===== src/sv/r2fft_pkg.sv =====
package r2fft_pkg;

	localparam int SAMPLE_W = 16;
	localparam int BIN_W = 32;
	// working width: 16-bit input grows at most one bit per stage plus rounding
	localparam int ACC_W = 24;
	localparam int TW_W = 17;
	localparam int SIZE_W = 3;
	localparam int CFG_IDX_W = 1;

	localparam logic [CFG_IDX_W-1:0] REG_INVERSE_MODE = 1'd0;
	localparam logic [CFG_IDX_W-1:0] REG_SIZE_LOG2 = 1'd1;

	typedef struct packed {
		logic [SAMPLE_W-1:0] sample_real;
		logic [SAMPLE_W-1:0] sample_imag;
	} sample_t;

	typedef struct packed {
		logic [BIN_W-1:0] bin_real;
		logic [BIN_W-1:0] bin_imag;
		logic             last_bin;
	} bin_t;

	typedef struct packed {
		logic [CFG_IDX_W-1:0] index;
		logic [SIZE_W-1:0]    value;
	} cfg_t;

	// controller to datapath
	typedef struct packed {
		logic       load;      // write input sample at addr_a
		logic       bfly;      // butterfly on addr_a / addr_b
		logic       rd;        // issue read of addr_a for output
		logic [5:0] addr_a;
		logic [5:0] addr_b;
		logic [4:0] tw_k;      // twiddle index in 64ths of a turn, 0..31
		logic       inverse;
		logic [2:0] lg;
	} dp_cmd_t;

	function automatic logic signed [TW_W-1:0] cos_rom(input logic [4:0] k);
		case (k)
			5'd0: cos_rom = 17'sd32767;
			5'd1: cos_rom = 17'sd32610;
			5'd2: cos_rom = 17'sd32138;
			5'd3: cos_rom = 17'sd31357;
			5'd4: cos_rom = 17'sd30274;
			5'd5: cos_rom = 17'sd28899;
			5'd6: cos_rom = 17'sd27246;
			5'd7: cos_rom = 17'sd25330;
			5'd8: cos_rom = 17'sd23170;
			5'd9: cos_rom = 17'sd20788;
			5'd10: cos_rom = 17'sd18205;
			5'd11: cos_rom = 17'sd15447;
			5'd12: cos_rom = 17'sd12540;
			5'd13: cos_rom = 17'sd9512;
			5'd14: cos_rom = 17'sd6393;
			5'd15: cos_rom = 17'sd3212;
			default: cos_rom = 17'sd0;
		endcase
	endfunction

	function automatic logic signed [TW_W-1:0] tw_cos(input logic [4:0] k);
		if (k <= 5'd16) tw_cos = cos_rom(k);
		else tw_cos = -cos_rom(5'(6'd32 - 6'(k)));
	endfunction

	function automatic logic signed [TW_W-1:0] tw_sin(input logic [4:0] k);
		if (k <= 5'd16) tw_sin = cos_rom(5'(5'd16 - k));
		else tw_sin = cos_rom(5'(k - 5'd16));
	endfunction

	function automatic logic [5:0] bit_rev(input logic [5:0] x, input logic [2:0] bits);
		logic [5:0] r;
		r = '0;
		for (int i = 0; i < 6; i++)
			if (i < int'(bits)) r[int'(bits) - 1 - i] = x[i];
		bit_rev = r;
	endfunction

endpackage


===== src/sv/r2fft_ctrl.sv =====
module r2fft_ctrl #(
	parameter int MAX_POINTS = 64
) (
	input  logic                 clk,
	input  logic                 arst_n,
	input  logic                 in_valid,
	output logic                 in_ready,
	input  logic                 cfg_valid,
	input  r2fft_pkg::cfg_t      cfg,
	input  logic                 out_ready,
	output logic                 out_valid,
	output logic                 out_last,
	output r2fft_pkg::dp_cmd_t   cmd
);
	import r2fft_pkg::*;

	// largest usable log2 size: floor(log2(MAX_POINTS))
	localparam logic [2:0] LG_MAX = 3'($clog2(MAX_POINTS + 1) - 1);

	typedef enum logic [3:0] {
		ST_LOAD = 4'b0001,
		ST_BFLY = 4'b0010,
		ST_DRAIN = 4'b0100,
		ST_EMIT = 4'b1000
	} state_t;

	state_t     state_q;
	logic       inverse_q;
	logic [2:0] size_q;
	logic [6:0] count_q;
	logic [2:0] stage_q;
	logic [4:0] idx_q;      // butterfly index within a stage
	logic [1:0] drain_q;
	logic [6:0] emit_q;
	logic       rd_pend_q;
	logic       out_valid_q, last_q;
	logic [2:0] lg;
	logic [6:0] n;
	logic       in_fire, rd_issue;
	logic [5:0] half, j, grp, a;

	assign lg = (size_q > LG_MAX) ? LG_MAX : size_q;
	assign n = 7'd1 << lg;
	assign in_ready = (state_q == ST_LOAD);
	assign in_fire = in_valid && in_ready;
	assign out_valid = out_valid_q;
	assign out_last = last_q;

	// butterfly addressing for stage s (1-based stage_q+1)
	assign half = 6'd1 << stage_q;
	assign j = 6'(idx_q) & (half - 6'd1);
	assign grp = (6'(idx_q) >> stage_q) << (stage_q + 3'd1);
	assign a = grp + j;

	// one read in flight feeding the output register; issue when it will have room
	assign rd_issue = (state_q == ST_EMIT) && (emit_q < n) && !rd_pend_q
		&& (!out_valid_q || out_ready);

	always_comb begin
		cmd = '0;
		cmd.inverse = inverse_q;
		cmd.lg = lg;
		cmd.load = in_fire;
		case (state_q)
			ST_LOAD: cmd.addr_a = bit_rev(count_q[5:0], lg);
			ST_BFLY: begin
				cmd.bfly = 1'b1;
				cmd.addr_a = a;
				cmd.addr_b = a + half;
				cmd.tw_k = 5'((j << (3'd5 - stage_q)));
			end
			ST_EMIT: begin
				cmd.rd = rd_issue;
				cmd.addr_a = emit_q[5:0];
			end
			default: cmd.addr_a = '0;
		endcase
	end

	always_ff @(posedge clk or negedge arst_n) begin
		if (!arst_n) begin
			state_q <= ST_LOAD;
			inverse_q <= 1'b0;
			size_q <= 3'd6;
			count_q <= '0;
			stage_q <= '0;
			idx_q <= '0;
			drain_q <= '0;
			emit_q <= '0;
			rd_pend_q <= 1'b0;
			out_valid_q <= 1'b0;
			last_q <= 1'b0;
		end else begin
			if (cfg_valid) begin
				if (cfg.index == REG_INVERSE_MODE) inverse_q <= cfg.value[0];
				else begin
					size_q <= cfg.value;
					count_q <= '0;
				end
			end
			if (out_valid_q && out_ready) out_valid_q <= 1'b0;
			if (rd_pend_q) begin
				out_valid_q <= 1'b1;
				last_q <= (emit_q == n);
				rd_pend_q <= 1'b0;
			end
			case (state_q)
				ST_LOAD: if (in_fire) begin
					if (count_q + 7'd1 >= n) begin
						count_q <= '0;
						stage_q <= '0;
						idx_q <= '0;
						emit_q <= '0;
						state_q <= (lg == 3'd0) ? ST_EMIT : ST_BFLY;
					end else count_q <= count_q + 7'd1;
				end
				ST_BFLY: begin
					if (7'(idx_q) + 7'd1 >= (n >> 1)) begin
						idx_q <= '0;
						drain_q <= '0;
						state_q <= ST_DRAIN;
					end else idx_q <= idx_q + 5'd1;
				end
				// let the last writes land before the next stage or the output reads
				ST_DRAIN: begin
					if (drain_q == 2'd2) begin
						if (stage_q + 3'd1 >= lg) state_q <= ST_EMIT;
						else begin
							stage_q <= stage_q + 3'd1;
							state_q <= ST_BFLY;
						end
					end else drain_q <= drain_q + 2'd1;
				end
				ST_EMIT: begin
					if (rd_issue) begin
						rd_pend_q <= 1'b1;
						emit_q <= emit_q + 7'd1;
					end
					if (emit_q == n && !rd_pend_q && (!out_valid_q || out_ready))
						state_q <= ST_LOAD;
				end
				default: state_q <= ST_LOAD;
			endcase
		end
	end

endmodule


===== config.mk =====
export PLATFORM = sky130hd
export DESIGN_NAME = r2fft_ctrl
export DESIGN_NICKNAME = d
export VERILOG_FILES = /design/src/sv/r2fft_pkg.sv /design/src/sv/r2fft_ctrl.sv
export SDC_FILE = /design/constraint.sdc
export NUM_CORES = 1
export LEC_CHECK = 0
export BUFFER_PORTS_ARGS = -buffer_cell sky130_fd_sc_hd__buf_2
export CAP_MARGIN = 10
export CORE_MARGIN = 5
export CORE_UTILIZATION = 61
export DETAILED_ROUTE_END_ITERATION = 12
export PLACE_DENSITY = 0.89
export SYNTH_ARGS = -nofsm -noshare
export SYNTH_HDL_FRONTEND = slang
export SYNTH_SLANG_ARGS = --single-unit

===== constraint.sdc =====
create_clock -name clk -period 4.8 [get_ports clk]
set_input_delay 0 -clock clk [delete_from_list [all_inputs] [get_ports clk]]
set_output_delay 0 -clock clk [all_outputs]
set_load 0.05 [all_outputs]

==> results of run 1 <==
-- flip-flops by register name, summed over array words and instances (netlist names) --
register,flops
out_valid,1
size_q,3
inverse_q,1
state_q,4
drain_q,2
count_q,7
idx_q,5
emit_q,7
stage_q,3
out_last,1
rd_pend_q,1
-- cell type report --
class	count	area (um^2)	area share [%]
multi-input combinational	334	2487	63.84
sequential	35	879.6	22.58
timing repair buffer	40	222.7	5.716
inverter	29	112.6	2.890
clock buffer	7	96.34	2.473
tap	72	90.09	2.312
clock inverter	1	7.507	0.1927
-- worst max-delay path by stage --
stage | from | to | slack [ns] | cells after the start
floorplan | stage_q[1] | cmd[14] | 0.50 | 18
global placement | stage_q[1] | cmd[14] | 0.95 | 17
detailed placement | stage_q[1] | cmd[14] | 0.80 | 17
CTS | stage_q[1] | cmd[14] | 0.47 | 17
global route | stage_q[1] | cmd[14] | 0.12 | 17
finish | stage_q[1] | cmd[14] | 0.45 | 17
-- power groups by stage --
| stage | clock, mW | combinational, mW | sequential [mW] |
|---|---|---|---|
| floorplan | 0 | 0.796 | 0.447 |
| global placement | 0 | 0.953 | 0.469 |
| detailed placement | 0 | 0.996 | 0.476 |
| CTS | 0.245 | 1.01 | 0.471 |
| global route | 0.263 | 1.12 | 0.488 |
| finish | 0.244 | 1.02 | 0.476 |
-- per-layer routing --
metal	global-route usage [%]	vias up	part of all wire, %
met5	0	-	0
met4	10.48	0	3.0
met3	4.087	34	7.3
met2	43.46	176	49
met1	31.17	1569	41
li1	-	1545	-
-- layout by cell type, fill, tap and decap left out, types with 6 or more instances in the layout --
| master | count |
|---|---|
| a211oi_1 | 7 |
| a21o_1 | 12 |
| a21oi_1 | 18 |
| and2_1 | 6 |
| buf_2 | 35 |
| clkbuf_8 | 7 |
| dfrtp_1 | 32 |
| ha_1 | 43 |
| inv_1 | 27 |
| mux2_2 | 11 |
| mux2i_1 | 8 |
| nand2_1 | 45 |
| nand2b_1 | 11 |
| nand3_1 | 13 |
| nor2_1 | 29 |
| nor2b_1 | 11 |
| nor3_1 | 8 |
| o211ai_1 | 6 |
| o21ai_0 | 17 |
| xnor2_1 | 12 |
| xor2_1 | 6 |
-- Yosys cell counts (6+ instances only) --
master / count
a211oi_1: 7
a21o_1: 12
a21oi_1: 18
and2_1: 6
clkbuf_1: 13
dfrtp_1: 32
ha_1: 43
inv_1: 27
mux2_2: 11
mux2i_1: 8
nand2_1: 45
nand2b_1: 11
nand3_1: 13
nor2_1: 29
nor2b_1: 11
nor3_1: 8
o211ai_1: 6
o21ai_0: 17
xnor2_1: 12
xor2_1: 6
-- worst min-delay path: stages --
cell     delay, ns
buf_2         0.09
inv_1         0.04
a21oi_1       0.13
inv_1         0.07
-- kinds of logic (layout without fill, tap and decap cells) --
family / count (synthesis) / count (layout)
simple gates: 153 / 153
mux: 21 / 21
compound gates: 97 / 97
fa+ha+maj: 45 / 45
flops: 35 / 35
buf+inv: 50 / 77
xor+xnor: 18 / 18
==> metrics.yaml, run 1 <==
cp_max_fo: 16
synth_seq_area_share_pct: 24.62
yosys_warnings: 0
core_mm2: 0.005608
drc: 0
crit_type: "flip-flop to output port"
yosys.cell_types.count: 62
post_cts_buffers: 0
end_kind: "output port"
period_needed_ns: 4.353
p_comb_share_pct: 58.5
synth-adder-area-share_pct: 16.18
powerDensity_mw_per_mm2: 445.9
path_cells: "inv_1 -> ha_1 -> nand2b_1 -> or2_2 -> inv_1 -> ha_1 -> a21o_1 -> a21o_1 -> xor2_1 -> ha_1 -> nand2_1 -> o211ai_1 -> a21oi_1 -> xor2_1 -> nand2b_1 -> mux2i_1 -> buf_2"
antenna_cells: 0
sw_frac_of_total_pct: 51.30
intPower_mw: 0.8462
grt_max_degree: 36
clock_sinks: 35
first_pass_iters: 5
drv_cap: 0
tritoncts: "done"
finalClockSkew_ns: 0.007546
cts_buffers: 5
wl_mm: 9.077
synth_nets: 473
cp_num_buf_inv: 3
root_buffer: "clkbuf_8"
drv_slew: 0
grt_pass1_wl_mm: 15.31
drtAntennaViolNets: 0
synth_edf_count: 0
leakage_nw: 1.963
required_ns: 4.80
worst_slew_pin_slew_ns: 0.8085
dpl_cell_area_mm2: 0.003752
ir_worst_vdd_uv: 367.0
fillers: 456
pwr-share-clk_pct: 14.1
maxSlewHeadroom_pct: 46.10
holdCritStartpoint: "out_ready"
synth_top_cell_by_area: "dfrtp_1"
cts_buffer_depth: 2
clk_latency_ns: 0.29
synth_top_family_by_area: "simple AND/OR/NAND/NOR gates"
synth_compound_area_share_pct: 19.23
synthesis.area_mm2: 0.003572
hold_viol_final: 0
htree_levels: 2
initial_utilization_pct: 63.70
synth-main-ff-cell: "dfrtp_1"
p_sw_mw: 0.8912
gr-total-overflow: 0
viasPerCell: 6.417
period_share_pct: 90.69
worstHoldPathType: "input port to flip-flop"
regToRegEndpoint: "state_q[0]"
critPathMaxStageDelay_ns: 0.64
grt_antenna_before_repair: 0
grt_pass1_vias: 3344
r2r-start: "size_q[1]"
io_buffers: 35
chipHeight_um: 86.53
synth_mux_area_share_pct: 6.655
cp.arrival_ns: 4.35
max_freq_ghz: 0.2297
finalWorstSetupSlack_ns: 0.4467
synth_top_area_share_pct: 22.42
finalSetupTns_ns: 0
grt_setup_unrepaired: "no"
die_w_um: 86.53
clk_pin_slew_ns: 0.08
cts.hold.buffers_added: 4
hold_end: "out_valid"
pre_cts_ws_ns: 0.7958
startpoint_type: "flip-flop"
syn_avg_cell_area_um2: 8.525
place_hpwl_mm: 6.852
crit_family: "adder cells"
worst_hold_path.num_cells: 4
status: "finished clean"
routedWlPerCell_um: 17.52
drtIter0Drc: 315
slowest_stage: "dfrtp_1"
post-route-util_pct: 69.48
p_seq_share_pct: 27.4
area_delta_synth_final_pct: 9.072
drive_gt1_share_pct: 18.16
rows: 27
cpMostUsedCell: "ha_1"
synth-xor-area-share_pct: 4.413
die-area_mm2: 0.007487
stdcell_count: 518
syn_inst: 419
cts_resized: 0
timing.hold.ws_ns: 0.06615
dp.cells: 506
num_io_pins: 36
nNetsFinal: 499
grtUsageTotal_pct: 25.23
routabilityCongestion: 0.9355
synth-seq-cells: 35
finalSetupViolations: 0
total_power_mw: 1.737
synth-simple-area-share_pct: 23.15
num_vias: 3324
r2r_setup_slack_ns: 1.51
rr_worst_depth: 9
yosys-top-cells-area: "dfrtp_1 22%, ha_1 15%, nand2_1 4.7%"
synthArstFlopShare_pct: 100.0
final_area_mm2: 0.003896
No activity file was read; power rests on OpenSTA's default activity.
==> run 2: changes to the inputs <==
PLACE_DENSITY = default   (was 0.89)
PLACE_DENSITY_LB_ADDON = 0.1   (was default)
==> metrics.yaml, run 2 (synthesis gave the netlist of run 1 again) <==
clk_pin_slew_ns: 0.07
finalClockSkew_ns: 0.01003
finalSetupTns_ns: 0
hold_end: "out_valid"
cts_buffers: 5
die-area_mm2: 0.007487
routedWlPerCell_um: 16.38
fillers: 469
rr_worst_depth: 9
stdcell_count: 518
finalWorstSetupSlack_ns: 0.4595
drtAntennaViolNets: 0
num_vias: 3138
drv_slew: 0
routabilityCongestion: 0.9092
gr-total-overflow: 0
htree_levels: 2
num_io_pins: 36
status: "finished clean"
place_hpwl_mm: 6.522
finalSetupViolations: 0
drv_cap: 0
end_kind: "output port"
cts_buffer_depth: 2
final_common_cell: "nand2_1"
antenna_cells: 0
clock_sinks: 35
rows: 27
drtIter0Drc: 167
worst_slew_pin_slew_ns: 0.7944
io_buffers: 35
period_share_pct: 90.43
timing.hold.ws_ns: 0.07245
grt_pass1_wl_mm: 14.09
first_pass_iters: 5
multi_input_area_mm2: 0.002487
drc: 0
nNetsFinal: 499
final-seq-area_um2: 879.6
pre_cts_ws_ns: 0.8076
grtUsageTotal_pct: 23.48
grt_antenna_before_repair: 0
total_power_mw: 1.687
cts_resized: 0
drive_gt1_share_pct: 17.71
regToRegEndpoint: "state_q[0]"
max_freq_ghz: 0.2304
initial_utilization_pct: 63.70
hold_viol_final: 0
crit_type: "flip-flop to output port"
worst_hold_path.num_cells: 4
startpoint_type: "flip-flop"
cp_max_fo: 16
dpl_cell_area_mm2: 0.003752
cp.arrival_ns: 4.34
clk_latency_ns: 0.29
r2r_setup_slack_ns: 1.61
core_mm2: 0.005608
wl_mm: 8.486
period_needed_ns: 4.340
viasPerCell: 6.058
grt_setup_unrepaired: "no"
post-route-util_pct: 69.12
root_buffer: "clkbuf_8"
chipHeight_um: 86.53
required_ns: 4.80
final_area_mm2: 0.003876
area_delta_synth_final_pct: 8.511
grt_max_degree: 36
top_regs: "count_q (7), emit_q (7), idx_q (5)"
grt_pass1_vias: 2945
die_w_um: 86.53
tritoncts: "done"
ir_worst_vdd_uv: 360.0
r2r-start: "size_q[1]"
maxSlewHeadroom_pct: 47.04
powerDensity_mw_per_mm2: 435.2
holdCritStartpoint: "out_ready"
leakage_nw: 1.950
worstHoldPathType: "input port to flip-flop"
dp.cells: 506
final_cell_mix: "45 x nand2_1, 43 x ha_1, 35 x buf_2"
## run 2: cell types whose count changed in the layout (fill, tap and decap cells not counted)
cell / delta
clkbuf_1: +2
clkbuf_8: -2
## run 2: what timing repair did
| item | CTS | global route |
|---|---|---|
| setup buffers | 0 | 0 |
| hold endpoints to repair | 36 | 0 |
| hold buffers | 4 | 0 |
## run 2: how the worst max path moves through the flow
stage	from	to	slack (ns)	cells past startpoint
2_1_floorplan	stage_q[1]	cmd[14]	0.50	18
3_3_place_gp	stage_q[1]	cmd[14]	0.91	17
3_5_place_dp	stage_q[1]	cmd[14]	0.81	17
4_1_cts	stage_q[1]	cmd[14]	0.48	17
5_1_grt	stage_q[1]	cmd[14]	0.13	17
6_report	stage_q[1]	cmd[14]	0.46	17
## run 2: cell type report
class | count | share of cell area [%]
clock inverter | 1 | 0.1937
multi-input combinational | 334 | 64.17
tap | 72 | 2.324
inverter | 29 | 2.905
clock buffer | 7 | 1.969
sequential | 35 | 22.69
timing repair buffer | 40 | 5.746
## run 2: layer usage
metal / track usage, % / vias up / part of all wire, %
met5: 0 / - / 0
met3: 2.757 / 14 / 4.7
li1: - / 1549 / -
met1: 31.44 / 1486 / 45
met4: 7.790 / 0 / 1.6
met2: 39.36 / 89 / 49
## run 2: report_power, final
group,switching (mW),internal [mW]
Sequential,0.112,0.363
Clock,0.109,0.103
Combinational,0.651,0.350
Total,0.872,0.815
## run 2: critical path, stage by stage (launching register included)
cell	delay, ns
dfrtp_1	0.66
inv_1	0.18
ha_1	0.49
nand2b_1	0.23
or2_2	0.30
inv_1	0.06
ha_1	0.21
a21o_1	0.17
a21o_1	0.19
xor2_1	0.19
ha_1	0.30
nand2_1	0.09
o211ai_1	0.09
a21oi_1	0.21
xor2_1	0.19
nand2_1	0.07
mux2i_1	0.13
buf_2	0.27
==> run 3: changes to the inputs <==
CTS_CLUSTER_DIAMETER = 200   (was default)
clock period = 4.5 ns   (was 4.8 ns; I/O delays follow)
==> metrics.yaml, run 3 (synthesis gave the netlist of run 1 again) <==
post_cts_buffers: 0
cp_max_fo: 13
finalClockSkew_ns: 0.007677
critical_path_cell_count: 17
grt_pass1_vias: 3086
routedWlPerCell_um: 16.76
grt_pass1_wl_mm: 14.57
finalSetupTns_ns: 0
antenna_cells: 0
final_common_cell: "nand2_1"
htree_levels: 2
startpoint_type: "flip-flop"
path_cells: "inv_1 -> ha_1 -> nand2b_1 -> or2_2 -> inv_1 -> ha_1 -> a21o_1 -> a21o_1 -> xor2_1 -> ha_1 -> nand2_1 -> o211ai_1 -> a21oi_1 -> xor2_1 -> nand2b_1 -> mux2i_1 -> clkbuf_4"
top_regs: "count_q (7), emit_q (7), idx_q (5)"
crit_type: "flip-flop to output port"
drv_cap: 0
cp.arrival_ns: 4.20
place_hpwl_mm: 6.745
max_freq_ghz: 0.2383
first_pass_iters: 5
crit_family: "adder cells"
final_cell_mix: "45 x nand2_1, 43 x ha_1, 34 x buf_2"
die_w_um: 86.53
nNetsFinal: 500
drtIter0Drc: 243
grtUsageTotal_pct: 24.36
routabilityCongestion: 0.9631
grt_setup_unrepaired: "no"
root_buffer: "clkbuf_8"
rows: 27
finalSetupViolations: 0
leakage_nw: 1.955
drtAntennaViolNets: 0
drc: 0
end_kind: "output port"
grt_max_degree: 36
worst_slew_pin_slew_ns: 0.7954
hold_viol_final: 0
core_mm2: 0.005608
num_vias: 3209
num_io_pins: 36
drv_slew: 0
total_power_mw: 1.816
grt_antenna_before_repair: 0
critPathMaxStageDelay_ns: 0.57
slowest_stage: "dfrtp_1"
ir_worst_vdd_uv: 374.4
io_buffers: 35
rr_worst_depth: 9
clk_pin_slew_ns: 0.08
cp_num_buf_inv: 3
tritoncts: "done"
worstHoldPathType: "input port to flip-flop"
status: "finished clean"
chipHeight_um: 86.53
powerDensity_mw_per_mm2: 466.7
area_delta_synth_final_pct: 8.967
wl_mm: 8.696
die-area_mm2: 0.007487
required_ns: 4.50
maxSlewHeadroom_pct: 46.97
period_needed_ns: 4.196
cts_buffer_depth: 2
cts_buffers: 5
period_share_pct: 93.24
clk_latency_ns: 0.29
worst_hold_path.num_cells: 4
clock_sinks: 35
cpMostUsedCell: "ha_1"
initial_utilization_pct: 63.70
viasPerCell: 6.183
drive_gt1_share_pct: 18.79
gr-total-overflow: 0
run 3: cell type report:
type | count | area [um^2]
repair buffers | 41 | 232.7
well taps | 72 | 90.09
clock inverters | 2 | 12.51
flip-flops and latches | 35 | 882.1
clock buffers | 6 | 72.57
multi-input cells | 334 | 2490
fillers | 468 | 1715
inverters | 29 | 112.6
run 3: routing by layer:
metal / vias up / global-route usage [%] / part of all wire (%)
li1: 1545 / - / -
met2: 135 / 41.66 / 50
met5: - / 0 / 0
met1: 1508 / 30.85 / 42
met4: 0 / 9.207 / 2.1
met3: 21 / 3.802 / 6.5
run 3: repair_timing:
action,4_1_cts,5_1_grt
setup endpoints to repair,0,1
hold buffers,4,0
endpoints found under the hold margin,36,0
resized for setup,0,4
run 3: path summary, 6_finish.rpt:
path / startpoint / to / slack, ns
hold reg to reg: drain_q[0] / drain_q[0] / 0.51
hold / removal: out_ready / out_valid / 0.07
max in group asynchronous: arst_n / stage_q[1] / 3.61
setup reg to reg: size_q[1] / state_q[0] / 1.30
min in group asynchronous: arst_n / count_q[4] / 0.34
setup / recovery: stage_q[2] / cmd[14] / 0.30
run 3: where the power goes:
part	total, mW	switching [mW]	internal (mW)
logic	1.08	0.703	0.377
clock network	0.229	0.121	0.108
registers	0.507	0.120	0.387
run 3: worst min-delay path, delay by kind of cell:
| kind | cells | cell delay [ns] |
|---|---|---|
| AO/OA/AOI/OAI | 1 | 0.13 |
| buffers and inverters | 3 | 0.20 |
run 3: metrics by stage:
stage               hold WS, ns  area, um^2  util (%)  cells  worst slack, ns
floorplan               -0.2956        3572         -    419           0.1969
global placement         0.1203        3760     67.05    507           0.7046
detailed placement       0.1296        3760     67.05    507           0.5641
CTS                     0.07553        3885     69.28    519           0.2397
global route             0.1136        3892     69.41    519         0.003161
finish                  0.07479        3892     69.41    519           0.3044
